$ cat config.mk
export PLATFORM = sky130hd
export DESIGN_NAME = action_throttle_gate
export DESIGN_NICKNAME = d
export VERILOG_FILES = /design/src/hw/rtl/atg_pkg.sv /design/src/hw/rtl/atg_ctrl.sv /design/src/hw/rtl/atg_dp.sv /design/src/hw/rtl/action_throttle_gate.sv
export SDC_FILE = /design/constraint.sdc
export NUM_CORES = 1
export LEC_CHECK = 0
export BUFFER_PORTS_ARGS = -buffer_cell sky130_fd_sc_hd__buf_2
export CAP_MARGIN = 20
export CORE_ASPECT_RATIO = 0.8
export CORE_UTILIZATION = 40
export CTS_CLUSTER_DIAMETER = 100
export DETAILED_ROUTE_END_ITERATION = 16
export GPL_ROUTABILITY_DRIVEN = 1
export PLACE_DENSITY = 0.65
export SYNTH_ARGS = -nofsm -noshare
export SYNTH_HDL_FRONTEND = slang
export SYNTH_SLANG_ARGS = --single-unit
$ cat constraint.sdc
create_clock -name i_clk -period 7.7 [get_ports i_clk]
set_clock_uncertainty 0.05 [all_clocks]
set_input_delay 1.54 -clock i_clk [delete_from_list [all_inputs] [get_ports i_clk]]
set_output_delay 1.54 -clock i_clk [all_outputs]
set_load 0.05 [all_outputs]
$ cat src/hw/rtl/atg_pkg.sv
// ----------------------------------------------------------------------------
// atg_pkg
// Shared types, constants and command/status structs of the throttle gate.
// ----------------------------------------------------------------------------
package atg_pkg;

    localparam int QUEUE_DEPTH = 16;
    localparam int TAG_WIDTH   = 16;
    localparam int PTR_W       = (QUEUE_DEPTH > 1) ? $clog2(QUEUE_DEPTH) : 1;
    localparam int CNT_W       = $clog2(QUEUE_DEPTH + 1);
    localparam int HOLD_W      = 32;
    localparam int MODE_W      = 3;
    localparam int CFG_IDX_W   = 2;
    localparam int CFG_DATA_W  = 32;

    typedef enum logic [1:0] {
        OP_QUEUE   = 2'd0,
        OP_TICK    = 2'd1,
        OP_RESTART = 2'd2,
        OP_CLEAR   = 2'd3
    } t_opcode;

    typedef enum logic [MODE_W-1:0] {
        MODE_OPEN   = 3'd0,
        MODE_CLOSED = 3'd1,
        MODE_PAUSE  = 3'd2,
        MODE_UNTIL  = 3'd3,
        MODE_LIMIT  = 3'd4,
        MODE_DELAY  = 3'd5
    } t_mode;

    localparam logic [CFG_IDX_W-1:0] CFG_START_MODE = 2'd0;
    localparam logic [CFG_IDX_W-1:0] CFG_HOLD_TICKS = 2'd1;
    localparam logic [CFG_IDX_W-1:0] CFG_START_IMM  = 2'd2;

    typedef enum logic [2:0] {
        ST_IDLE,
        ST_PRE,
        ST_EVAL,
        ST_REL_RD,
        ST_REL_LD,
        ST_STAT
    } t_state;

    typedef struct packed {
        logic latch_in;
        logic do_pre;
        logic do_eval;
        logic pop_load;
        logic stat_load;
    } t_dp_cmd;

    typedef struct packed {
        logic rel_req;
        logic rel_more;
        logic out_free;
    } t_dp_sts;

endpackage

$ cat src/hw/rtl/atg_ctrl.sv
// ----------------------------------------------------------------------------
// atg_ctrl
// Sequencer: accept, pre-step, mode evaluation, then release or status beat.
// ----------------------------------------------------------------------------
module atg_ctrl
    import atg_pkg::*;
(
    input  logic    i_clk,
    input  logic    i_rst_n,
    input  logic    i_in_valid,
    output logic    o_in_ready,
    input  t_dp_sts i_sts,
    output t_dp_cmd o_cmd
);

    t_state r_state;
    t_state n_state;

    always_ff @(posedge i_clk) begin
        if (!i_rst_n) begin
            r_state <= ST_IDLE;
        end else begin
            r_state <= n_state;
        end
    end

    always_comb begin
        n_state = r_state;
        case (r_state)
            ST_IDLE: begin
                if (i_in_valid) begin
                    n_state = ST_PRE;
                end
            end
            ST_PRE:  n_state = ST_EVAL;
            ST_EVAL: begin
                n_state = i_sts.rel_req ? ST_REL_RD : ST_STAT;
            end
            ST_REL_RD: n_state = ST_REL_LD;
            ST_REL_LD: begin
                if (i_sts.out_free) begin
                    n_state = i_sts.rel_more ? ST_REL_RD : ST_IDLE;
                end
            end
            ST_STAT: begin
                if (i_sts.out_free) begin
                    n_state = ST_IDLE;
                end
            end
            default: n_state = ST_IDLE;
        endcase
    end

    always_comb begin
        o_in_ready = 1'b0;
        o_cmd      = '0;
        case (r_state)
            ST_IDLE: begin
                o_in_ready     = i_rst_n;
                o_cmd.latch_in = i_in_valid && i_rst_n;
            end
            ST_PRE:    o_cmd.do_pre = 1'b1;
            ST_EVAL:   o_cmd.do_eval = 1'b1;
            ST_REL_RD: o_cmd = '0;
            ST_REL_LD: o_cmd.pop_load = i_sts.out_free;
            ST_STAT:   o_cmd.stat_load = i_sts.out_free;
            default:   o_cmd = '0;
        endcase
    end

endmodule

$ cat src/hw/rtl/atg_dp.sv
// ----------------------------------------------------------------------------
// atg_dp
// Datapath: config registers, mode/timer state, tag FIFO and output register.
// ----------------------------------------------------------------------------
module atg_dp
    import atg_pkg::*;
(
    input  logic                  i_clk,
    input  logic                  i_rst_n,
    input  logic                  i_cfg_we,
    input  logic [CFG_IDX_W-1:0]  i_cfg_idx,
    input  logic [CFG_DATA_W-1:0] i_cfg_data,
    input  logic [1:0]            i_opcode,
    input  logic [TAG_WIDTH-1:0]  i_action_tag,
    input  logic                  i_replace_pending,
    input  t_dp_cmd               i_cmd,
    output t_dp_sts               o_sts,
    output logic                  o_out_valid,
    input  logic                  i_out_ready,
    output logic                  o_released_valid,
    output logic [TAG_WIDTH-1:0]  o_released_tag,
    output logic                  o_last,
    output logic [MODE_W-1:0]     o_current_mode,
    output logic                  o_timer_running,
    output logic [CNT_W-1:0]      o_pending_count,
    output logic                  o_dropped
);

    localparam logic [CNT_W-1:0] DEPTH_C = CNT_W'(QUEUE_DEPTH);
    localparam logic [PTR_W-1:0] LAST_P  = PTR_W'(QUEUE_DEPTH - 1);

    logic [MODE_W-1:0]    r_start_mode;
    logic [HOLD_W-1:0]    r_hold;
    logic                 r_imm;

    t_opcode              r_op;
    logic [TAG_WIDTH-1:0] r_tag;
    logic                 r_repl;

    t_mode                r_mode;
    logic                 r_run;
    logic [HOLD_W-1:0]    r_elapsed;
    logic [PTR_W-1:0]     r_head;
    logic [CNT_W-1:0]     r_count;
    logic                 r_drop;
    logic                 r_fq;
    logic                 r_do_eval;
    logic                 r_rel_all;

    logic [TAG_WIDTH-1:0] r_mem [QUEUE_DEPTH];
    logic [TAG_WIDTH-1:0] r_rd_tag;

    logic                 r_out_valid;
    logic                 r_out_rel;
    logic [TAG_WIDTH-1:0] r_out_tag;
    logic                 r_out_last;
    logic [MODE_W-1:0]    r_out_mode;
    logic                 r_out_run;
    logic [CNT_W-1:0]     r_out_cnt;
    logic                 r_out_drop;

    // pre-step queue path
    logic [CNT_W-1:0]     q_cnt;
    logic [PTR_W-1:0]     q_head;
    logic [CNT_W:0]       q_sum;
    logic [PTR_W-1:0]     q_pos;
    logic                 q_full;
    logic                 mem_we;
    logic                 rs_valid;
    logic                 rs_timer;

    // evaluation
    logic                 ev_exp;
    t_mode                ev_mode;
    logic                 ev_stop;
    logic                 ev_start;
    logic                 ev_one;
    logic                 ev_all;

    logic                 out_free;

    always_ff @(posedge i_clk) begin
        if (!i_rst_n) begin
            r_start_mode <= '0;
            r_hold       <= '0;
            r_imm        <= 1'b0;
        end else if (i_cfg_we) begin
            case (i_cfg_idx)
                CFG_START_MODE: r_start_mode <= i_cfg_data[MODE_W-1:0];
                CFG_HOLD_TICKS: r_hold       <= i_cfg_data[HOLD_W-1:0];
                CFG_START_IMM:  r_imm        <= i_cfg_data[0];
                default: ;
            endcase
        end
    end

    always_ff @(posedge i_clk) begin
        if (i_cmd.latch_in) begin
            r_op   <= t_opcode'(i_opcode);
            r_tag  <= i_action_tag;
            r_repl <= i_replace_pending;
        end
    end

    always_comb begin
        q_cnt  = r_repl ? '0 : r_count;
        q_head = r_repl ? '0 : r_head;
        q_full = (q_cnt == DEPTH_C);
        q_sum  = {1'b0, (CNT_W)'(q_head)} + {1'b0, q_cnt};
        if (q_sum >= (CNT_W+1)'(QUEUE_DEPTH)) begin
            q_sum = q_sum - (CNT_W+1)'(QUEUE_DEPTH);
        end
        q_pos    = q_sum[PTR_W-1:0];
        mem_we   = i_cmd.do_pre && (r_op == OP_QUEUE) && !q_full;
        rs_valid = (r_start_mode <= MODE_W'(MODE_DELAY));
        rs_timer = ((r_start_mode == MODE_W'(MODE_PAUSE)) ||
                    (r_start_mode == MODE_W'(MODE_UNTIL))) && r_imm;
    end

    always_ff @(posedge i_clk) begin
        if (mem_we) begin
            r_mem[q_pos] <= r_tag;
        end
        r_rd_tag <= r_mem[r_head];
    end

    always_comb begin
        ev_exp   = (r_elapsed >= r_hold);
        ev_mode  = r_mode;
        ev_stop  = 1'b0;
        ev_start = 1'b0;
        ev_one   = 1'b0;
        ev_all   = 1'b0;
        case (r_mode)
            MODE_OPEN: ev_all = 1'b1;
            MODE_PAUSE: begin
                if (r_run && ev_exp) begin
                    ev_stop = 1'b1;
                    ev_mode = MODE_OPEN;
                    ev_all  = 1'b1;
                end else if (!r_run && r_fq) begin
                    ev_start = 1'b1;
                end
            end
            MODE_UNTIL: begin
                if (r_run && ev_exp) begin
                    ev_stop = 1'b1;
                    ev_mode = MODE_CLOSED;
                end else begin
                    ev_start = !r_run && r_fq;
                    ev_all   = 1'b1;
                end
            end
            MODE_LIMIT: begin
                if (!r_run || ev_exp) begin
                    ev_start = (r_count != '0);
                    ev_one   = 1'b1;
                end
            end
            MODE_DELAY: begin
                if (r_run && ev_exp) begin
                    ev_start = (r_count != '0);
                    ev_one   = 1'b1;
                end else if (!r_run || r_fq) begin
                    ev_start = 1'b1;
                end
            end
            default: ;
        endcase
    end

    always_ff @(posedge i_clk) begin
        if (!i_rst_n) begin
            r_mode    <= MODE_OPEN;
            r_run     <= 1'b0;
            r_elapsed <= '0;
            r_head    <= '0;
            r_count   <= '0;
            r_drop    <= 1'b0;
            r_fq      <= 1'b0;
            r_do_eval <= 1'b0;
            r_rel_all <= 1'b0;
        end else begin
            if (i_cmd.do_pre) begin
                r_drop    <= 1'b0;
                r_fq      <= 1'b0;
                r_do_eval <= 1'b0;
                case (r_op)
                    OP_QUEUE: begin
                        r_head    <= q_head;
                        r_fq      <= 1'b1;
                        r_do_eval <= 1'b1;
                        if (q_full) begin
                            r_count <= q_cnt;
                            r_drop  <= 1'b1;
                        end else begin
                            r_count <= q_cnt + CNT_W'(1);
                        end
                    end
                    OP_TICK: begin
                        if (r_run && (r_elapsed != '1)) begin
                            r_elapsed <= r_elapsed + HOLD_W'(1);
                        end
                        r_do_eval <= (r_count != '0);
                    end
                    OP_RESTART: begin
                        if (rs_valid) begin
                            r_run     <= rs_timer;
                            if (rs_timer) begin
                                r_elapsed <= '0;
                            end
                            r_mode    <= t_mode'(r_start_mode);
                            r_do_eval <= 1'b1;
                        end
                    end
                    OP_CLEAR: begin
                        r_count <= '0;
                        r_head  <= '0;
                    end
                    default: ;
                endcase
            end
            if (i_cmd.do_eval) begin
                r_rel_all <= ev_all;
                if (r_do_eval) begin
                    r_mode <= ev_mode;
                    if (ev_start) begin
                        r_run     <= 1'b1;
                        r_elapsed <= '0;
                    end else if (ev_stop) begin
                        r_run <= 1'b0;
                    end
                end
            end
            if (i_cmd.pop_load) begin
                r_head  <= (r_head == LAST_P) ? '0 : r_head + PTR_W'(1);
                r_count <= r_count - CNT_W'(1);
            end
        end
    end

    assign out_free = !r_out_valid || i_out_ready;

    always_ff @(posedge i_clk) begin
        if (!i_rst_n) begin
            r_out_valid <= 1'b0;
        end else if (i_cmd.pop_load || i_cmd.stat_load) begin
            r_out_valid <= 1'b1;
        end else if (i_out_ready) begin
            r_out_valid <= 1'b0;
        end
    end

    always_ff @(posedge i_clk) begin
        if (i_cmd.pop_load) begin
            r_out_rel  <= 1'b1;
            r_out_tag  <= r_rd_tag;
            r_out_last <= !(r_rel_all && (r_count != CNT_W'(1)));
            r_out_mode <= r_mode;
            r_out_run  <= r_run;
            r_out_cnt  <= r_count - CNT_W'(1);
            r_out_drop <= r_drop;
        end else if (i_cmd.stat_load) begin
            r_out_rel  <= 1'b0;
            r_out_tag  <= '0;
            r_out_last <= 1'b1;
            r_out_mode <= r_mode;
            r_out_run  <= r_run;
            r_out_cnt  <= r_count;
            r_out_drop <= r_drop;
        end
    end

    assign o_sts.rel_req  = r_do_eval && (ev_one || ev_all) && (r_count != '0);
    assign o_sts.rel_more = r_rel_all && (r_count != CNT_W'(1));
    assign o_sts.out_free = out_free;

    assign o_out_valid      = r_out_valid;
    assign o_released_valid = r_out_rel;
    assign o_released_tag   = r_out_tag;
    assign o_last           = r_out_last;
    assign o_current_mode   = r_out_mode;
    assign o_timer_running  = r_out_run;
    assign o_pending_count  = r_out_cnt;
    assign o_dropped        = r_out_drop;

endmodule

$ cat src/hw/rtl/action_throttle_gate.sv
// ----------------------------------------------------------------------------
// action_throttle_gate
// Tag FIFO released by mode: open, closed, pause, until, limit, delay.
//
// Input channel (i_in_valid/o_in_ready) takes one op per beat: queue a tag,
// tick the timer, restart with the configured mode, or clear the queue.
// Output channel (o_out_valid/i_out_ready) returns either one status beat
// or one beat per released tag in FIFO order, o_last on the final one.
// Config port: i_cfg_we writes i_cfg_data to register i_cfg_idx
// (0 start mode, 1 hold ticks, 2 start immediately); write only when idle.
// Sequence: an op is accepted, then a pre-step and a mode evaluation
// follow; a status beat is then loaded once the output register is free.
// Each release is a FIFO read followed by an output load, since the FIFO
// has a single read port. A new op is taken only after the last beat loads.
// The output is a register: the next op is accepted while a beat waits.
// When the receiver stalls, the sequencer holds until the output frees.
// Reset (synchronous, active low) clears mode, timer, queue and config;
// FIFO contents are not cleared.
// ----------------------------------------------------------------------------
module action_throttle_gate
    import atg_pkg::*;
(
    input  logic                  i_clk,
    input  logic                  i_rst_n,
    input  logic                  i_cfg_we,
    input  logic [CFG_IDX_W-1:0]  i_cfg_idx,
    input  logic [CFG_DATA_W-1:0] i_cfg_data,
    input  logic                  i_in_valid,
    output logic                  o_in_ready,
    input  logic [1:0]            i_opcode,
    input  logic [TAG_WIDTH-1:0]  i_action_tag,
    input  logic                  i_replace_pending,
    output logic                  o_out_valid,
    input  logic                  i_out_ready,
    output logic                  o_released_valid,
    output logic [TAG_WIDTH-1:0]  o_released_tag,
    output logic                  o_last,
    output logic [MODE_W-1:0]     o_current_mode,
    output logic                  o_timer_running,
    output logic [CNT_W-1:0]      o_pending_count,
    output logic                  o_dropped
);

    t_dp_cmd cmd;
    t_dp_sts sts;

    atg_ctrl u_ctrl (
        .i_clk      (i_clk),
        .i_rst_n    (i_rst_n),
        .i_in_valid (i_in_valid),
        .o_in_ready (o_in_ready),
        .i_sts      (sts),
        .o_cmd      (cmd)
    );

    atg_dp u_dp (
        .i_clk             (i_clk),
        .i_rst_n           (i_rst_n),
        .i_cfg_we          (i_cfg_we),
        .i_cfg_idx         (i_cfg_idx),
        .i_cfg_data        (i_cfg_data),
        .i_opcode          (i_opcode),
        .i_action_tag      (i_action_tag),
        .i_replace_pending (i_replace_pending),
        .i_cmd             (cmd),
        .o_sts             (sts),
        .o_out_valid       (o_out_valid),
        .i_out_ready       (i_out_ready),
        .o_released_valid  (o_released_valid),
        .o_released_tag    (o_released_tag),
        .o_last            (o_last),
        .o_current_mode    (o_current_mode),
        .o_timer_running   (o_timer_running),
        .o_pending_count   (o_pending_count),
        .o_dropped         (o_dropped)
    );

    a_busy_after_accept: assert property (@(posedge i_clk) disable iff (!i_rst_n)
        i_in_valid && o_in_ready |=> !o_in_ready)
        else $error("input accepted twice in a row");

    a_status_is_last: assert property (@(posedge i_clk) disable iff (!i_rst_n)
        o_out_valid && !o_released_valid |-> o_last && (o_released_tag == '0))
        else $error("status beat not marked last");

    a_count_range: assert property (@(posedge i_clk) disable iff (!i_rst_n)
        o_out_valid |-> (o_pending_count <= CNT_W'(QUEUE_DEPTH)))
        else $error("pending count out of range");

    a_cmd_onehot: assert property (@(posedge i_clk) disable iff (!i_rst_n)
        $onehot0({cmd.latch_in, cmd.do_pre, cmd.do_eval, cmd.pop_load, cmd.stat_load}))
        else $error("datapath commands overlap");

endmodule
## Word level (Yosys, flattened, before mapping)

Memory sizes are Yosys's and may differ from the RTL's. A register that Yosys moved wholly into a read port is not among the register bits.
Index checks and enable logic that the tools add are counted.

- Bits in registers: 136
- Latch bits: 0
- RAM bits: 256
- Memory bits (read-only): 0
- Input port bits: 58
- Word-level logic and storage cells: 176
- Memories kept: 1

- $add $sub $neg: 6
- Multiply operators: 0
- Divide/modulo/power cells: 0
- $lt $le $gt $ge: 3
- Equality and inequality tests: 26
- Shifts and indexed selects: 0
- Muxes and demuxes: 80
- Bitwise gates (word level): 0
- Reduce and logical (&&, ||, !) cells: 36

Memory list:

| memory | words | width | rd ports | clocked after memory_dff | wr ports | RTL line | source |
|---|---|---|---|---|---|---|---|
| u_dp.r_mem | 16 | 16 | 1 | 1 | 1 | atg_dp.sv:50 | `logic [TAG_WIDTH-1:0] r_mem [QUEUE_DEPTH];` |

Operators with widths:

| kind | number |
|---|---|
| $mux W32 | 7 |
| $pmux W32 S2 | 1 |
| $mux W3 | 13 |
| $mux W1 | 37 |
| $add A32 B1 Y32 const B | 1 |
| $ge A32 B32 Y1 | 1 |
| $mux W16 | 2 |
| $ne A32 B32 Y1 const B | 1 |
| $mux W5 | 6 |
| $mux W4 | 5 |
| $eq A3 B2 Y1 const B | 6 |
| $pmux W3 S6 | 1 |
| $eq A3 B3 Y1 const B | 4 |
| $ne A4 B4 Y1 const B | 3 |
| $logic_and A1 B1 Y1 | 10 |
| $pmux W5 S2 | 1 |
| $pmux W4 S2 | 1 |
| $reduce_and A2 Y1 | 4 |
| $add A4 B5 Y6 | 1 |
| $eq A2 B2 Y1 const B | 3 |
| $ge A6 B5 Y1 const B | 1 |
| $logic_not A3 Y1 | 2 |
| $logic_or A1 B1 Y1 | 6 |
| $pmux W1 S3 | 2 |
| 23 further kinds | 32 |

## Longest topological paths before layout

Gate-level depths: netlist (run 1).

- Depth in word-level cells: 10
- Gate-level depth with buffers: 10
- Gate-level depth less buffers: 9

## Cells and area by module

A second synthesis (run 1) with hierarchy kept.

- Cell total of the unflattened synthesis: 1232
- Area total of the unflattened synthesis: 17329.1 sq um

Modules (own cells, without submodules):

| module | instances | cells each | area each (sq um) |
|---|---|---|---|
| atg_dp | 1 | 1204 | 17100.2 |
| atg_ctrl | 1 | 28 | 229.0 |

## Least setup slack after synthesis (run 1)

OpenSTA, ideal clock, no wires.

- Path kind: input-to-output
- Start point: input i_rst_n
- End point: output o_in_ready
- Arrival time: 3179 ps
- Required time: 6110 ps
- Slack: 2931 ps
- Cell stages on the path: 2
- Buffers on the path: 0
- Cell sequence: clkinv_1 > nor4_1

- Longest elaborated chain between the ends: 1

RTL lines:

| item | RTL line | source |
|---|---|---|
| from (decl) | action_throttle_gate.sv:24 | `input logic i_rst_n,` |
| $mux W1 | atg_ctrl.sv:57 | `case (r_state)` |
| to (decl) | action_throttle_gate.sv:29 | `output logic o_in_ready,` |

No other way between the ends.

## Worst setup path after layout (run 1)

Ends and elaborated chain as after synthesis.

==> load_flow_metrics.sql, run 1 <==
INSERT INTO impl_metrics (metric_group, metric, value, unit) VALUES
('outcome', 'status', 'completed', ''),
('clock_tree', 'cts.sinks', '408', ''),
('power', 'max-vdd-ir-drop', '147', 'µV'),
('drt', 'detailroute.via_count', '10436', ''),
('drt', 'dr.max_layer_used', 'met4', ''),
('floorplan', 'design.core.area', '42300', 'µm²'),
('timing', 'grt_setup_unrepaired', 'false', ''),
('drt', 'drtAntennaViolNets', '0', ''),
('power', 'clock_power_share', '0.448', ''),
('setup_path', 'startpoint_type', 'primary input', ''),
('power', 'swShare', '0.217', ''),
('floorplan', 'io_count', '88', ''),
('clock_tree', 'tritoncts', 'built', ''),
('drt', 'dr.pass1.iters', '5', ''),
('timing', 'hold_violations', '0', ''),
('setup_path', 'critPathMaxFanout', '53', ''),
('logic_synthesis', 'synth_area', '17300', 'µm²'),
('clock_tree', 'cts_setup_buffers', '0', ''),
('drt', 'routed_wire_length_per_instance', '20.5', 'µm'),
('setup_path', 'worst-endpoint-required', '6.11', 'ns'),
('floorplan', 'die_area', '44100', 'µm²'),
('timing', 'setup_viol', '0', ''),
('global_routing', 'grt_pass1_wl', '59300', 'µm'),
('global_routing', 'first_global_vias', '10192', ''),
('power', 'power', '4.68', 'mW'),
('drt', 'wl', '38700', 'µm'),
('power', 'power.static_leakage', '6.50', 'nW'),
('place', 'place_area', '18200', 'µm²'),
('power', 'power_report.internal_total', '3.67', 'mW'),
('timing', 'timing_worst_slew_pin_value', '1.11', 'ns'),
('setup_path', 'slowest_stage', 'sky130_fd_sc_hd__buf_2', ''),
('drt', 'm1WireLength', '18400', 'µm'),
('final_layout', 'filler_cell_count', '3714', ''),
('place', 'post-dp-hpwl', '24900', 'µm'),
('run', 'drv.max_cap_violation_count', '0', ''),
('drt', 'drc_errors', '0', ''),
('final_layout', 'multiInputGateArea', '5650', 'µm²'),
('place', 'portBuffers', '87', ''),
('setup_path', 'crit_path_max_incr_delay', '0.33', 'ns'),
('setup_path', 'worst_path_depth', '5', ''),
('setup_path', 'ordered_cell_list_for_the_critical_path', 'buf_2, clkinv_1, buf_4, nor4_1, buf_2', ''),
('hold_path', 'hold_class', 'reg -> reg', ''),
('final_layout', 'nets', '1402', ''),
('floorplan', 'dieWidth', '234', 'µm'),
('logic_synthesis', 'dominant_synthesized_flop_cell', 'sky130_fd_sc_hd__edfxtp_1', ''),
('global_routing', 'grt_usage', '0.179', ''),
('final_layout', 'commonest_cells_after_routing_fill_and_taps_aside', 'sky130_fd_sc_hd__edfxtp_1 (302), sky130_fd_sc_hd__nand2_1 (123), sky130_fd_sc_hd__dfxtp_1 (104)', ''),
('drt', 'routed_via_density', '5.54', ''),
('logic_synthesis', 'postSynth.asyncResetShare', '0', ''),
('floorplan', 'die_height', '188', 'µm'),
('logic_synthesis', 'synth.ff_latch_count', '408', ''),
('setup_path', 'worst-setup-path-type', 'in -> out', ''),
('logic_synthesis', 'synthesis.area_per_instance', '14.2', 'µm²'),
('power', 'p_switching', '1.01', 'mW'),
('logic_synthesis', 'syn-instance-count', '1220', ''),
('clock_tree', 'cts_buffers', '42', ''),
('final_layout', 'syn_to_final_growth', '13.9', '%'),
('setup_path', 'path_common_cell', 'sky130_fd_sc_hd__buf_2', ''),
('logic_synthesis', 'yosys_warnings', '0', ''),
('final_layout', 'drive_above_1_share', '0.215', ''),
('drt', 'dr_wl_met3', '3460', 'µm'),
('floorplan', 'std_cell_rows', '67', ''),
('power', 'power.density_cell_area', '238', 'nW/µm²'),
('clock_tree', 'clk_pin_slew', '0.06', 'ns'),
('logic_synthesis', 'mappedNetlistNets', '1324', ''),
('floorplan', 'initial_util', '0.409', ''),
('global_routing', 'grt_remaining_overflow', '0', ''),
('drt', 'dr_wl_met2', '16300', 'µm'),
('setup_path', 'worstPathBufferInverterCount', '4', ''),
('setup_path', 'setup.worst_path.end_class', 'output pin', ''),
('clock_tree', 'cts-root-buf', 'sky130_fd_sc_hd__clkbuf_16', '');
final cells by class:
class	instances	share of cell area
sequential	408	0.569
inverter	50	0.00953
tap	552	0.0351
clock buffer	58	0.0585
multi-input combinational	698	0.287
timing repair buffer	98	0.0277
clock inverter	20	0.0136
synthesized netlist by cell type, types with 6 or more instances:
cell                         n  area, µm²
sky130_fd_sc_hd__a21o_1      6       45.0
sky130_fd_sc_hd__a21oi_1    76        380
sky130_fd_sc_hd__a31oi_1    14       87.6
sky130_fd_sc_hd__and2_1     20        125
sky130_fd_sc_hd__and3_1      8       50.1
sky130_fd_sc_hd__and4_1      7       61.3
sky130_fd_sc_hd__buf_2       8       40.0
sky130_fd_sc_hd__buf_6       6       67.6
sky130_fd_sc_hd__clkbuf_1   46        173
sky130_fd_sc_hd__dfxtp_1   106       2120
sky130_fd_sc_hd__edfxtp_1  302       9070
sky130_fd_sc_hd__ha_1       45        563
sky130_fd_sc_hd__inv_1      48        180
sky130_fd_sc_hd__mux2i_1     6       60.1
sky130_fd_sc_hd__mux4_2     80       1800
sky130_fd_sc_hd__nand2_1   123        462
sky130_fd_sc_hd__nand2b_1    9       56.3
sky130_fd_sc_hd__nand3_1    37        185
sky130_fd_sc_hd__nand3b_1    6       45.0
sky130_fd_sc_hd__nand4_1     9       56.3
sky130_fd_sc_hd__nor2_1     67        251
sky130_fd_sc_hd__nor2b_1     6       37.5
sky130_fd_sc_hd__nor3_1     39        195
sky130_fd_sc_hd__nor3_2      7       70.1
sky130_fd_sc_hd__nor3b_1     6       45.0
sky130_fd_sc_hd__o21ai_0    37        185
sky130_fd_sc_hd__o22ai_1     8       50.1
sky130_fd_sc_hd__xnor2_1     8       70.1
metrics by stage:
step                setup slack [ns]  std cells  utilization  hold WS (ns)
global route                    3.14       1884        0.466         0.427
floorplan                       2.93       1220            -         0.359
global placement                3.30       1803        0.431         0.393
CTS                             3.31       1881        0.465         0.407
detailed placement              3.31       1803        0.431         0.398
finish                          3.33       1884        0.466         0.404
sequential cells by signal (all words and copies together), names as in the netlist, 4 cells and up:
signal                count
u_dp.o_pending_count      5
u_dp.r_count              5
u_dp.r_rd_tag            16
u_dp.r_hold              32
u_dp.r_head               4
u_dp.r_mem              256
u_dp.o_released_tag      16
u_dp.r_elapsed           32
u_dp.r_tag               16
cell families (layout without fill, tap and decap cells):
family | Yosys count | count (layout) | synth area share
xor gates and xnor gates | 12 | 12 | 0.00608
adders and majority gates | 46 | 46 | 0.0337
buffers and inverters | 114 | 226 | 0.0282
DFF | 408 | 408 | 0.647
AOI/OAI and AO/OA | 186 | 186 | 0.0686
muxes | 87 | 87 | 0.108
and+or+nand+nor | 367 | 367 | 0.108
worst reg2reg max path: stages, from the launching register on:
cell	delay (ns)
sky130_fd_sc_hd__dfxtp_2	0.31
sky130_fd_sc_hd__buf_4	0.74
sky130_fd_sc_hd__nor2b_1	0.32
sky130_fd_sc_hd__ha_1	0.27
sky130_fd_sc_hd__a21o_1	0.16
sky130_fd_sc_hd__a21oi_1	0.25
sky130_fd_sc_hd__xor2_1	0.22
sky130_fd_sc_hd__nand2_1	0.20
sky130_fd_sc_hd__nor2_2	0.87
path summary, 6_finish.rpt:
| path | startpoint | endpoint | slack (ns) |
|---|---|---|---|
| setup reg to reg | u_dp.r_head[1]$_SDFFE_PN0P_ | u_dp.r_mem[6][2]$_DFFE_PP_ | 3.91 |
| setup / recovery | i_rst_n | o_in_ready | 3.33 |
| hold / removal | u_dp.r_hold[29]$_SDFFE_PN0P_ | u_dp.r_hold[29]$_SDFFE_PN0P_ | 0.40 |
| hold reg to reg | u_dp.r_hold[29]$_SDFFE_PN0P_ | u_dp.r_hold[29]$_SDFFE_PN0P_ | 0.40 |
power groups by stage:
| stage | registers [mW] | logic [mW] | clock network [mW] |
|---|---|---|---|
| floorplan | 2.46 | 0.103 | 0 |
| global placement | 2.46 | 0.168 | 0 |
| detailed placement | 2.46 | 0.170 | 0 |
| CTS | 2.41 | 0.171 | 2.15 |
| global route | 2.42 | 0.188 | 2.23 |
| finish | 2.41 | 0.171 | 2.10 |
routing by layer:
metal / GRT usage / vias up
li1: - / 4809
met1: 0.274 / 5246
met2: 0.249 / 339
met3: 0.0520 / 42
met4: 0.0382 / 0
met5: 0 / -
No activity file was read; power rests on OpenSTA's default activity.
==> inputs of run 2 (changes only) <==
==> constraint.sdc (replaced) <==
create_clock -name i_clk -period 4.5 [get_ports i_clk]
set_clock_uncertainty 0.05 [all_clocks]
set_input_delay 0.9 -clock i_clk [delete_from_list [all_inputs] [get_ports i_clk]]
set_output_delay 0.9 -clock i_clk [all_outputs]
set_load 0.05 [all_outputs]
==> run 2 against run 1 <==
Combinational power up 72%. Worst setup slack worse by 2.0 ns. Sequential cell count unchanged. Global-route usage shrank 0.69 points. Sequential share of layout area down 0.076 points. Register-to-register slack got worse by 2.6 ns. Core utilization increased by 0.062 points.
==> load_flow_metrics.sql, run 2 (same netlist as run 1, synthesis figures left out) <==
INSERT INTO impl_metrics (metric_group, metric, value, unit) VALUES
('power', 'combPwrFrac', '0.038', ''),
('timing', 'timing.slew.headroom', '0.323', ''),
('floorplan', 'std_cell_rows', '67', ''),
('clock_tree', 'post_cts_resized', '0', ''),
('setup_path', 'worst-endpoint-required', '4.61', 'ns'),
('clock_tree', 'cts_buffers', '42', ''),
('drt', 'dr.pass1.iters', '5', ''),
('drt', 'drt_iter0_drc', '1016', ''),
('power', 'power_report.internal_total', '6.03', 'mW'),
('setup_path', 'cp_data_arrival_time', '3.32', 'ns'),
('global_routing', 'grt_usage', '0.172', ''),
('setup_path', 'crit_path_max_incr_delay', '0.74', 'ns'),
('global_routing', 'grt_pass1_wl', '58100', 'µm'),
('final_layout', 'reg.largest.list', 'u_dp.r_mem x256, u_dp.r_elapsed x32, u_dp.r_hold x32', ''),
('timing', 'clock.fmax', '312', 'MHz'),
('final_layout', 'layout.cells.most_common', 'sky130_fd_sc_hd__edfxtp_1', ''),
('global_routing', 'grt_remaining_overflow', '0', ''),
('final_layout', 'filler_cell_count', '3669', ''),
('clock_tree', 'cts_max_path_buffers', '3', ''),
('setup_path', 'critPathMaxFanout', '16', ''),
('global_routing', 'first_global_vias', '10085', ''),
('floorplan', 'die_area', '44100', 'µm²'),
('clock_tree', 'cts.sinks', '408', ''),
('power', 'p_switching', '1.69', 'mW'),
('timing', 'hold_violations', '0', ''),
('final_layout', 'nets', '1419', ''),
('clock_tree', 'clk_pin_slew', '0.06', 'ns'),
('timing', 'timing_worst_slew_pin_value', '1.02', 'ns'),
('final_layout', 'syn_to_final_growth', '14.1', '%'),
('timing', 'setup_viol', '0', ''),
('run', 'drv.max_cap_violation_count', '0', ''),
('power', 'seqPwrFrac', '0.534', ''),
('power', 'swShare', '0.219', ''),
('final_layout', 'drive_above_1_share', '0.224', ''),
('drt', 'drc_errors', '0', ''),
('drt', 'routed_wire_length_per_instance', '19.8', 'µm'),
('final_layout', 'finalInstanceArea', '19700', 'µm²'),
('global_routing', 'largest_net_degree_at_the_start_of_global_routing', '68', ''),
('power', 'max-vdd-ir-drop', '238', 'µV'),
('drt', 'wl', '37600', 'µm'),
('place', 'portBuffers', '87', ''),
('floorplan', 'design.core.area', '42300', 'µm²'),
('hold_path', 'hold_class', 'reg -> reg', ''),
('timing', 'fin_setup_tns', '0', 'ns'),
('floorplan', 'die_height', '188', 'µm'),
('clock_tree', 'cts_setup_buffers', '0', ''),
('floorplan', 'io_count', '88', ''),
('clock_tree', 'postCtsHoldBufs', '0', ''),
('power', 'power.density_cell_area', '392', 'nW/µm²'),
('timing', 'grt_setup_unrepaired', 'false', ''),
('drt', 'routed_via_density', '5.49', ''),
('place', 'post-dp-hpwl', '24000', 'µm'),
('timing', 'timing_max_transition_violations_final', '0', ''),
('final_layout', 'commonest_cells_after_routing_fill_and_taps_aside', 'sky130_fd_sc_hd__edfxtp_1 (302), sky130_fd_sc_hd__nand2_1 (123), sky130_fd_sc_hd__dfxtp_1 (104)', ''),
('setup_path', 'worst-setup-path-type', 'reg -> reg', ''),
('global_routing', 'grt_antenna_before_repair', '0', ''),
('clock_tree', 'total_number_of_h_tree_levels', '2', ''),
('clock_tree', 'tritoncts', 'built', ''),
('power', 'power.static_leakage', '6.54', 'nW'),
('drt', 'drtAntennaViolNets', '0', ''),
('floorplan', 'initial_util', '0.409', ''),
('drt', 'detailroute.via_count', '10443', ''),
('timing', 'layout_worst_path_cycle_share', '0.713', ''),
('setup_path', 'setup.worst_path.end_class', 'flop', ''),
('place', 'gp_congestion', '0.850', ''),
('outcome', 'status', 'completed', ''),
('clock_tree', 'cts-root-buf', 'sky130_fd_sc_hd__clkbuf_16', ''),
('final_layout', 'largest_reg_flops', '256', ''),
('clock_tree', 'insertion_delay_of_the_later_clocked_pin_in_the_worst_skew_pair', '0.55', 'ns'),
('place', 'place_area', '18400', 'µm²'),
('floorplan', 'dieWidth', '234', 'µm'),
('final_layout', 'registers.top_by_ff_count', 'u_dp.r_mem', ''),
('power', 'clock_power_share', '0.428', ''),
('timing', 'final.min_clock_period', '3.21', 'ns'),
('setup_path', 'ordered_cell_list_for_the_critical_path', 'nand2b_1, inv_1, ha_1, fa_1, or3_1, nor2_2', ''),
('setup_path', 'slowest_stage', 'sky130_fd_sc_hd__nor2_2', ''),
('setup_path', 'startpoint_type', 'flop', '');
[run 2: final cells by class]
cell class / instances / area, µm² / share of cell area
Timing Repair Buffer: 115 / 673 / 0.0341
Clock buffer: 61 / 1180 / 0.0600
Clock inverter: 17 / 133 / 0.00673
Inverter: 50 / 188 / 0.00952
Tap cell: 552 / 691 / 0.0350
Sequential cell: 408 / 11200 / 0.568
Antenna cell: 1 / 2.50 / 0.000127
Multi-Input combinational cell: 698 / 5650 / 0.287
[run 2: final timing paths]
check | startpoint | endpoint | slack [ns] | cells after the start
worst max-delay path | u_dp.r_repl$_DFFE_PP_ | u_dp.r_mem[0][15]$_DFFE_PP_ | 1.29 | 6
worst max register to register | u_dp.r_repl$_DFFE_PP_ | u_dp.r_mem[0][15]$_DFFE_PP_ | 1.29 | 6
worst min-delay path | u_dp.o_released_valid$_SDFFE_PP1P_ | u_dp.o_released_valid$_SDFFE_PP1P_ | 0.39 | 2
worst min register to register | u_dp.o_released_valid$_SDFFE_PP1P_ | u_dp.o_released_valid$_SDFFE_PP1P_ | 0.39 | 2
[run 2: per-stage QoR]
step	setup slack, ns	hold slack (ns)	total power, mW	std cells	utilization
floorplan	0.837	0.359	4.39	1220	-
global placement	1.27	0.378	4.49	1821	0.434
detailed placement	1.23	0.382	4.50	1822	0.435
CTS	1.23	0.394	7.80	1900	0.466
global route	1.04	0.419	7.98	1901	0.467
finish	1.29	0.394	7.72	1902	0.467
[run 2: critical path: cells and delay by family, from the launching register on]
| family | cells | cell delay [ns] |
|---|---|---|
| buffers and inverters | 1 | 0.10 |
| and+or+nand+nor | 3 | 1.47 |
| DFF | 1 | 0.53 |
| adders and majority gates | 2 | 0.68 |
[run 2: layer usage]
layer,share of wire,vias to the layer above,wire (µm),track usage
li1,-,4850,-,-
met5,0,-,0,0
met2,0.45,331,16700,0.254
met3,0.060,48,2270,0.0286
met1,0.48,5214,18000,0.263
met4,0.016,0,599,0.0424
[run 2: power groups by stage]
| stage | combinational [mW] | sequential (mW) | clock (mW) |
|---|---|---|---|
| 2_1_floorplan | 0.176 | 4.21 | 0 |
| 3_3_place_gp | 0.288 | 4.20 | 0 |
| 3_5_place_dp | 0.294 | 4.21 | 0 |
| 4_1_cts | 0.294 | 4.13 | 3.38 |
| 5_1_grt | 0.320 | 4.13 | 3.53 |
| 6_report | 0.294 | 4.12 | 3.30 |
==> inputs of run 3 (changes only) <==
--- a/config.mk
+++ b/config.mk
@@ -5,6 +5,7 @@
 export SDC_FILE = /design/constraint.sdc
 export NUM_CORES = 1
 export LEC_CHECK = 0
+export ABC_AREA = 1
 export BUFFER_PORTS_ARGS = -buffer_cell sky130_fd_sc_hd__buf_2
 export CAP_MARGIN = 20
 export CORE_ASPECT_RATIO = 0.8
==> constraint.sdc (replaced) <==
create_clock -name i_clk -period 3.15 [get_ports i_clk]
set_clock_uncertainty 0.05 [all_clocks]
set_input_delay 0.63 -clock i_clk [delete_from_list [all_inputs] [get_ports i_clk]]
set_output_delay 0.63 -clock i_clk [all_outputs]
set_load 0.05 [all_outputs]
==> run 3 against run 2 <==
Area after synthesis up 3.6%. Die area up 3.6%. Critical endpoint is now u_dp.r_mem[0][5]$_DFFE_PP_. Non-clock buffer count up 20. Critical path type unchanged. Worst hold slack lost 0.22 ns. Clock power increased by 44%.
==> load_flow_metrics.sql, run 3 <==
INSERT INTO impl_metrics (metric_group, metric, value, unit) VALUES
('outcome', 'status', 'completed', ''),
('logic_synthesis', 'dominant_synthesized_flop_cell', 'sky130_fd_sc_hd__edfxtp_1', ''),
('logic_synthesis', 'synth-edff-count', '302', ''),
('setup_path', 'setup.reg_to_reg.worst_slack', '0.30', 'ns'),
('clock_tree', 'cts-root-buf', 'sky130_fd_sc_hd__clkbuf_16', ''),
('place', 'pre_cts_ws', '0.328', 'ns'),
('final_layout', 'layout.cells.most_common', 'sky130_fd_sc_hd__edfxtp_1', ''),
('setup_path', 'critical_register_to_register_path_endpoint', 'u_dp.r_mem[0][5]$_DFFE_PP_', ''),
('timing', 'timing_max_transition_violations_final', '0', ''),
('floorplan', 'io_count', '88', ''),
('clock_tree', 'tritoncts', 'built', ''),
('setup_path', 'setup.worst_path.end_class', 'flop', ''),
('drt', 'drtAntennaViolNets', '0', ''),
('place', 'portBuffers', '87', ''),
('setup_path', 'worstPathBufferInverterCount', '3', ''),
('clock_tree', 'cts_buffers', '40', ''),
('global_routing', 'met3_capacity_usage_during_global_routing', '0.0576', ''),
('final_layout', 'registers.top_by_ff_count', 'u_dp.r_mem', ''),
('run', 'drv.max_cap_violation_count', '0', ''),
('logic_synthesis', 'synth-seq-area-share', '0.625', ''),
('timing', 'worst_slack_on_hold_paths', '0.177', 'ns'),
('timing', 'timing_worst_slew_pin_value', '0.881', 'ns'),
('drt', 'wl', '46400', 'µm'),
('clock_tree', 'postCtsHoldBufs', '0', ''),
('setup_path', 'worst-setup-path-type', 'reg -> reg', ''),
('final_layout', 'reg.largest.list', 'u_dp.r_mem x256, u_dp.r_elapsed x32, u_dp.r_hold x32', ''),
('global_routing', 'gr-max-usage-layer', 'met2', ''),
('power', 'power.static_leakage', '7.36', 'nW'),
('clock_tree', 'post_cts_resized', '0', ''),
('clock_tree', 'cts_setup_buffers', '0', ''),
('timing', 'setup_viol', '0', ''),
('final_layout', 'nets', '1971', ''),
('drt', 'routed_via_density', '5.34', ''),
('drt', 'detailroute.via_count', '13327', ''),
('logic_synthesis', 'yosysTopAreaCell', 'sky130_fd_sc_hd__edfxtp_1', ''),
('timing', 'layout_worst_path_cycle_share', '0.904', ''),
('clock_tree', 'cts_max_path_buffers', '3', ''),
('place', 'post-dp-hpwl', '30900', 'µm'),
('setup_path', 'cp_data_arrival_time', '3.03', 'ns'),
('logic_synthesis', 'synthDistinctLibCells', '40', ''),
('final_layout', 'commonest_cells_after_routing_fill_and_taps_aside', 'sky130_fd_sc_hd__edfxtp_1 (302), sky130_fd_sc_hd__nor2_1 (281), sky130_fd_sc_hd__o21ai_0 (240)', ''),
('timing', 'grt_setup_unrepaired', 'false', ''),
('drt', 'dr.pass1.iters', '5', ''),
('final_layout', 'filler_cell_count', '3994', ''),
('power', 'max-vdd-ir-drop', '489', 'µV'),
('logic_synthesis', 'synthesis.area_per_instance', '10.1', 'µm²'),
('logic_synthesis', 'synthTopCellsByArea', 'sky130_fd_sc_hd__edfxtp_1 (51%), sky130_fd_sc_hd__dfxtp_1 (12%), sky130_fd_sc_hd__o21ai_0 (6.7%)', ''),
('timing', 'crit_path_setup_slack_layout', '0.303', 'ns'),
('global_routing', 'grt_remaining_overflow', '0', ''),
('final_layout', 'drive_above_1_share', '0.113', ''),
('logic_synthesis', 'most_common_cell_in_the_synthesized_netlist', 'sky130_fd_sc_hd__edfxtp_1', ''),
('power', 'power.density_cell_area', '632', 'nW/µm²'),
('logic_synthesis', 'postSynth.asyncResetShare', '0', ''),
('logic_synthesis', 'syn-instance-count', '1776', ''),
('logic_synthesis', 'synth_area', '17900', 'µm²'),
('setup_path', 'worst_r2r_path_depth', '9', ''),
('place', 'gp_congestion', '0.955', ''),
('setup_path', 'worst-endpoint-required', '3.34', 'ns'),
('floorplan', 'std_cell_rows', '68', ''),
('setup_path', 'worstReg2RegStart', 'u_dp.r_repl$_DFFE_PP_', ''),
('global_routing', 'global_route.usage.met1', '0.292', ''),
('final_layout', 'largest_reg_flops', '256', ''),
('logic_synthesis', 'share_of_the_synthesized_area_in_the_top_cell_type', '0.506', ''),
('hold_path', 'hold_class', 'in -> reg', ''),
('setup_path', 'timing.critical_path.max_delay_family', 'simple AND/OR/NAND/NOR gates', ''),
('timing', 'hold_violations', '0', ''),
('floorplan', 'design.core.area', '43600', 'µm²'),
('setup_path', 'slowest_stage', 'sky130_fd_sc_hd__edfxtp_1', ''),
('hold_path', 'holdPathStages', '1', ''),
('timing', 'clock.fmax', '351', 'MHz'),
('clock_tree', 'insertion_delay_of_the_later_clocked_pin_in_the_worst_skew_pair', '0.58', 'ns'),
('global_routing', 'largest_net_degree_at_the_start_of_global_routing', '86', ''),
('setup_path', 'critPathMaxFanout', '13', ''),
('drt', 'drc_errors', '0', ''),
('setup_path', 'startpoint_type', 'flop', ''),
('timing', 'timing.slew.headroom', '0.412', ''),
('setup_path', 'worst_path_depth', '9', ''),
('drt', 'routed_wire_length_per_instance', '18.6', 'µm'),
('final_layout', 'multiInputGateArea', '5780', 'µm²'),
('logic_synthesis', 'mappedNetlistNets', '1880', ''),
('logic_synthesis', 'yosys_warnings', '0', ''),
('clock_tree', 'cts.sinks', '408', ''),
('floorplan', 'die_height', '191', 'µm'),
('floorplan', 'dieWidth', '239', 'µm'),
('global_routing', 'grt_pass1_wl', '72100', 'µm'),
('timing', 'final.min_clock_period', '2.85', 'ns'),
('floorplan', 'initial_util', '0.410', ''),
('setup_path', 'crit_path_max_incr_delay', '0.52', 'ns'),
('global_routing', 'grt_usage', '0.205', ''),
('global_routing', 'use_met2', '0.305', ''),
('logic_synthesis', 'synth_top_cells_by_count', 'sky130_fd_sc_hd__edfxtp_1 (302), sky130_fd_sc_hd__nor2_1 (284), sky130_fd_sc_hd__o21ai_0 (240)', ''),
('floorplan', 'die_area', '45600', 'µm²'),
('clock_tree', 'total_number_of_h_tree_levels', '2', ''),
('final_layout', 'syn_to_final_growth', '14.1', '%'),
('global_routing', 'first_global_vias', '12806', ''),
('hold_path', 'hold_path.startpoint', 'i_action_tag[4]', ''),
('setup_path', 'ordered_cell_list_for_the_critical_path', 'nor2_1, inv_1, ha_1, nand4_1, inv_1, nor2_1, nand3b_1, nor2_1, buf_4', ''),
('logic_synthesis', 'synth.ff_latch_count', '408', ''),
('hold_path', 'worstHoldEndpoint', 'u_dp.r_tag[4]$_DFFE_PP_', ''),
('setup_path', 'path_common_cell', 'sky130_fd_sc_hd__nor2_1', ''),
('drt', 'drt_iter0_drc', '1453', ''),
('global_routing', 'grt_antenna_before_repair', '1', ''),
('clock_tree', 'clk_pin_slew', '0.07', 'ns'),
('final_layout', 'total_area_of_sequential_cells', '11200', 'µm²');
## run 3: changes by cell type after synthesis, moves of 20 or more
cell	change
sky130_fd_sc_hd__and2_1	-20
sky130_fd_sc_hd__o22ai_1	+33
sky130_fd_sc_hd__nor2_1	+217
sky130_fd_sc_hd__nand3_1	+45
sky130_fd_sc_hd__clkbuf_1	+31
sky130_fd_sc_hd__o221ai_1	+25
sky130_fd_sc_hd__inv_1	+106
sky130_fd_sc_hd__nor3_1	-20
sky130_fd_sc_hd__mux4_2	-80
sky130_fd_sc_hd__nand2_1	+74
sky130_fd_sc_hd__o21ai_0	+203
## run 3: through the flow
stage | cell area [µm²] | util | total power, mW | TNS [ns] | instances
after floorplan | 17900 | - | 7.59 | -34.01 | 1776
after global placement | 19100 | 0.438 | 8.20 | 0 | 2420
after detailed placement | 19100 | 0.438 | 8.25 | 0 | 2420
after CTS | 20400 | 0.468 | 13.0 | 0 | 2493
after global routing | 20400 | 0.468 | 13.5 | 0 | 2494
final | 20400 | 0.468 | 12.9 | 0 | 2494
## run 3: cells by family (layout without fill, tap and decap cells)
| group | count (synthesis) | count (layout) | share of synthesized area |
|---|---|---|---|
| other | 0 | 1 | 0 |
| adders and majority gates | 46 | 46 | 0.0326 |
| DFF | 408 | 408 | 0.625 |
| xor gates and xnor gates | 21 | 21 | 0.0103 |
| AOI/OAI and AO/OA | 442 | 442 | 0.137 |
| and+or+nand+nor | 613 | 613 | 0.142 |
| buffers and inverters | 246 | 368 | 0.0531 |
## run 3: worst max path at each step
stage / endpoint / slack (ns) / from
floorplan: u_dp.r_mem[2][0]$_DFFE_PP_ / -0.16 / u_dp.r_head[0]$_SDFFE_PN0P_
global placement: u_dp.r_mem[8][5]$_DFFE_PP_ / 0.44 / u_dp.r_repl$_DFFE_PP_
detailed placement: u_dp.r_mem[8][6]$_DFFE_PP_ / 0.33 / u_dp.r_repl$_DFFE_PP_
CTS: u_dp.r_mem[0][5]$_DFFE_PP_ / 0.35 / u_dp.r_repl$_DFFE_PP_
global route: u_dp.r_elapsed[16]$_SDFF_PN0_ / 0.08 / u_dp.r_elapsed[0]$_SDFF_PN0_
finish: u_dp.r_mem[0][5]$_DFFE_PP_ / 0.30 / u_dp.r_repl$_DFFE_PP_
## run 3: power breakdown
group | internal [mW] | switching [mW]
clock network | 2.65 | 2.10
logic | 0.578 | 1.24
registers | 6.05 | 0.302
## run 3: layer usage
| layer | part of all wire | wire [µm] | up-vias |
|---|---|---|---|
| met4 | 0.023 | 1060 | 0 |
| met2 | 0.42 | 19600 | 527 |
| li1 | - | - | 6393 |
| met5 | 0 | 0 | - |
| met1 | 0.46 | 21500 | 6332 |
| met3 | 0.093 | 4340 | 75 |
## run 3: final cells by class
class | count | share of cell area
diodes | 1 | 0.000122
clock buffers | 56 | 0.0539
clock inverters | 17 | 0.00992
inverters | 160 | 0.0294
multi-input cells | 1122 | 0.283
flip-flops and latches | 408 | 0.548
well taps | 595 | 0.0364
repair buffers | 135 | 0.0395
